<file path="config.mk">
export PLATFORM = sky130hd
export DESIGN_NAME = tcc_fifo
export DESIGN_NICKNAME = d
export VERILOG_FILES = /design/src/hdl/tcc_pkg.sv /design/src/hdl/tcc_fifo.sv
export SDC_FILE = /design/constraint.sdc
export NUM_CORES = 1
export LEC_CHECK = 0
export BUFFER_PORTS_ARGS = -buffer_cell sky130_fd_sc_hd__clkbuf_2
export CAP_MARGIN = 20
export CORE_UTILIZATION = 35
export DETAILED_ROUTE_END_ITERATION = 8
export SYNTH_ARGS = -nofsm -noshare
export SYNTH_HDL_FRONTEND = slang
export SYNTH_SLANG_ARGS = --single-unit
export TNS_END_PERCENT = 5
</file>
<file path="constraint.sdc">
create_clock -name i_clk -period 2.3 [get_ports i_clk]
set_clock_uncertainty 0.2 [all_clocks]
set_input_delay 0 -clock i_clk [delete_from_list [all_inputs] [get_ports i_clk]]
set_output_delay 0 -clock i_clk [all_outputs]
set_load 0.03 [all_outputs]
</file>
<file path="src/hdl/tcc_pkg.sv">
`default_nettype none
package tcc_pkg;

    // default geometry of one coordinate
    localparam int COORD_BITS_DEF = 32;
    localparam int FRAC_BITS_DEF  = 16;

    // digit width of the partial products inside the multipliers
    localparam int MUL_DIGIT = 32;

    // tolerance registers
    localparam int TOL_BITS = 16;
    localparam int CFG_DW   = 32;
    localparam int CFG_AW   = 3;
    localparam logic REG_ZERO_TOL  = 1'b0;
    localparam logic REG_EQUAL_TOL = 1'b1;

    // depth of the queue between front and back, power of two
    localparam int FIFO_DEPTH = 4;

    // what the back end does with one coordinate
    typedef enum logic [2:0] {
        K_ZERO,
        K_ONE,
        K_DIV,
        K_SAT_POS,
        K_SAT_NEG
    } t_kind;

    // per-item control travelling from front to back
    typedef struct packed {
        t_kind kind_x;
        t_kind kind_y;
        logic  neg_x;
        logic  neg_y;
        logic  collinear;
    } t_ctl;

endpackage
`default_nettype wire

</file>
<file path="src/hdl/tcc_fifo.sv">
`default_nettype none
// Short register queue between front and back.
module tcc_fifo #(
    parameter int W = 8
) (
    input  wire          i_clk,
    input  wire          i_rst_n,
    input  wire          i_push,
    input  wire  [W-1:0] i_wdata,
    input  wire          i_pop,
    output logic [W-1:0] o_rdata,
    output logic         o_full,
    output logic         o_empty
);
    import tcc_pkg::*;

    localparam int AW = $clog2(FIFO_DEPTH);
    localparam int CW = $clog2(FIFO_DEPTH + 1);

    logic [W-1:0]  r_mem [FIFO_DEPTH];
    logic [AW-1:0] r_wp, r_rp;
    logic [CW-1:0] r_cnt;

    assign o_full  = (r_cnt == CW'(FIFO_DEPTH));
    assign o_empty = (r_cnt == '0);
    assign o_rdata = r_mem[r_rp];

    always_ff @(posedge i_clk) begin
        if (i_push) begin
            r_mem[r_wp] <= i_wdata;
        end
    end

    // pointers and fill level
    always_ff @(posedge i_clk) begin
        if (!i_rst_n) begin
            r_wp  <= '0;
            r_rp  <= '0;
            r_cnt <= '0;
        end else begin
            if (i_push) begin
                r_wp <= r_wp + 1'b1;
            end
            if (i_pop) begin
                r_rp <= r_rp + 1'b1;
            end
            case ({i_push, i_pop})
                2'b10:   r_cnt <= r_cnt + 1'b1;
                2'b01:   r_cnt <= r_cnt - 1'b1;
                default: r_cnt <= r_cnt;
            endcase
        end
    end

endmodule
`default_nettype wire

</file>
==> results.py <==
metrics = {
    "grt": {
        "grt_max_degree": 13,
        "grt_remaining_overflow": 0,
        "grt_pass1_wl_um": 4043,
        "grt_pass1_vias": 845,
        "antenna_found_initial": 0,
        "grt_usage": 0.1146,
    },
    "critical_path": {
        "path_max_fanout": 7,
        "cp_top_family": "buffers and inverters",
        "crit_buf_inv": 4,
        "cp_slowest_cell": "dlygate4sd3_1",
        "max_stage_delay_ns": 0.53,
        "cp_common_cell": "inv_1",
        "worstPathCellList": "dlygate4sd3_1, clkbuf_2, inv_1, ha_1, inv_1, fa_1, xor2_1, or3_1, a21boi_1",
        "worstSetupStartpointType": "primary input",
        "end_kind": "flip-flop",
        "path_class": "primary input to flip-flop",
        "cp.arrival_ns": 2.04,
        "cp_data_required_time_ns": 2.32,
    },
    "clock_tree": {
        "cts_buffers": 5,
        "cts_hold_buf": 11,
        "clkTransAtPathRegs_ns": 0.07,
        "htreeDepth": 2,
        "cts.sinks": 41,
        "clock-root-buffer": "clkbuf_8",
        "insertion_delay_ns": 0.28,
        "post_cts_buffers": 0,
        "cts_resized": 0,
        "cts_tree": "yes",
        "cts.path.max_buffers": 2,
    },
    "route": {
        "vias": 806,
        "wl_um": 2475,
        "met2_wirelength_um": 1257,
        "detail_route.wl_per_cell_um": 13.90,
        "wl_met1_um": 1080,
        "dr.pass1.iters": 4,
        "wl_met3_um": 130,
        "drc": 0,
        "post_drt_via_cell_ratio": 4.528,
        "dr.max_layer_used": "met4",
        "drtIter0Drc": 70,
        "detail-route-antenna-nets": 0,
    },
    "yosys": {
        "syn_inst": 88,
        "synth_seq_cells": 41,
        "netlist_area_um2": 1608,
        "yosysSeqAreaShare": 0.7097,
        "synthArstFlopShare": 0,
        "ys_types": 19,
        "synth_area_per_cell_um2": 18.27,
        "synthFlopType": "edfxtp_1",
        "synth_nets": 106,
        "ys_warn_count": 0,
        "synth-edff-count": 32,
    },
    "timing": {
        "finalSetupViolations": 0,
        "hold_viol_final": 0,
        "rsz0062_at_grt": "false",
        "relSlewSlack": 0.6452,
        "max_freq_mhz": 494.8,
        "period_share": 0.8787,
        "tns_ns": 0,
        "setup_ws_ns": 0.2791,
        "worstMarginPinSlew_ns": 0.5315,
        "period_needed_ns": 2.021,
        "slew_violations": 0,
    },
    "min_path": {
        "hold_path.class": "primary input to flip-flop",
    },
    "power_and_ir_drop": {
        "vdd_drop_max_v": 0.0003595,
        "cellPowerDensity_nw_per_um2": 781.8,
        "leakage_uw": 0.0007165,
    },
    "outcome": {
        "outcome": "completed",
    },
    "floorplanning": {
        "die_y_um": 69.78,
        "die-area_um2": 4869,
        "start_util": 0.3667,
        "die_w_um": 69.78,
        "num_rows": 24,
        "ios": 22,
        "coreArea_um2": 4384,
    },
    "place": {
        "buffer_ports.inserted": 21,
        "post-dp-hpwl_um": 1712,
        "place_ws_ns": 0.5250,
        "gp_congestion": 0.6672,
    },
    "layout": {
        "final_core_util": 0.4455,
        "n_antenna_cell": 0,
        "num-nets-final": 143,
        "layout-drive-gt1-share": 0.2778,
        "areaGrowthSynthToFinish_pct": 21.48,
    },
    "job": {
        "drv_cap": 0,
    },
}
==> Yosys cell counts, drive strengths merged (2+ instances only) <==
cell type / count / area, um^2
edfxtp: 32 / 960.9
dfxtp: 9 / 180.2
ha: 5 / 62.56
nand2: 2 / 7.510
o21ai: 2 / 10.01
and2: 10 / 62.56
xnor2: 2 / 17.52
xor2: 3 / 26.28
inv: 6 / 22.52
mux4: 8 / 180.2
==> registers in the layout, indices dropped and copies added, names as in the netlist, named ones only <==
signal / cells
r_rp: 2
r_wp: 2
r_cnt: 3
r_mem: 32
==> metrics by stage <==
stage          power (uW)  instances  instance area (um^2)  hold slack, ns
2_1_floorplan        1043         88                  1608         -0.1011
3_3_place_gp         1097        159                  1762         0.01459
3_5_place_dp         1110        159                  1762         0.02647
4_1_cts              1554        178                  1953          0.2678
5_1_grt              1602        178                  1953          0.2742
6_report             1527        178                  1953          0.2750
==> path summary, 6_finish.rpt <==
| path | startpoint | endpoint | slack [ns] | cells after the start |
|---|---|---|---|---|
| setup / recovery | i_push | r_cnt[2] | 0.28 | 9 |
| hold / removal | i_wdata[7] | r_mem[2][7] | 0.27 | 2 |
| setup reg to reg | r_cnt[0] | r_cnt[2] | 0.51 | 5 |
| hold reg to reg | r_cnt[2] | r_cnt[2] | 0.35 | 2 |
==> cells in the final DEF (no fill, tap or decap), types with 3 or more instances in the layout <==
master and n:
edfxtp_1 32, clkbuf_2 21, dlygate4sd3_1 11, and2_1 10, dfxtp_1 9, mux4_2 8
inv_1 6, ha_1 5, clkbuf_8 5, xor2_1 3
==> where the power goes <==
group / total (uW) / internal (uW) / leakage (uW) / switching (uW)
sequential: 873 / 844 / 0.000368 / 29.3
clock: 425 / 204 / 0.0000430 / 221
combinational: 229 / 99.5 / 0.000305 / 129
total: 1530 / 1150 / 0.000716 / 380
==> per-layer routing <==
| metal | GRT usage | up-vias |
|---|---|---|
| met1 | 0.1359 | 382 |
| met4 | 0.05333 | 0 |
| li1 | - | 398 |
| met3 | 0.03488 | 2 |
| met5 | 0 | - |
| met2 | 0.1902 | 24 |
==> cell families (layout without fill, tap and decap cells) <==
logic type	count (synthesis)	count (layout)	synth area share
muxes	9	9	0.1183
adders and majority gates	6	6	0.05136
xor gates and xnor gates	5	5	0.02724
and+or+nand+nor	16	16	0.05837
buffers and inverters	8	46	0.02412
DFF	41	41	0.7097
AOI/OAI and AO/OA	3	3	0.01090
==> final cells by class <==
cell class              instances  area (um^2)
repair buffers                 32        215.2
multi-input cells              39        427.9
flip-flops and latches         41         1141
clock buffers                   5        68.82
clock inverters                 3        12.51
well taps                      52        65.06
inverters                       6        22.52
fillers                       405         2431
No activity file was read; power rests on OpenSTA's default activity.
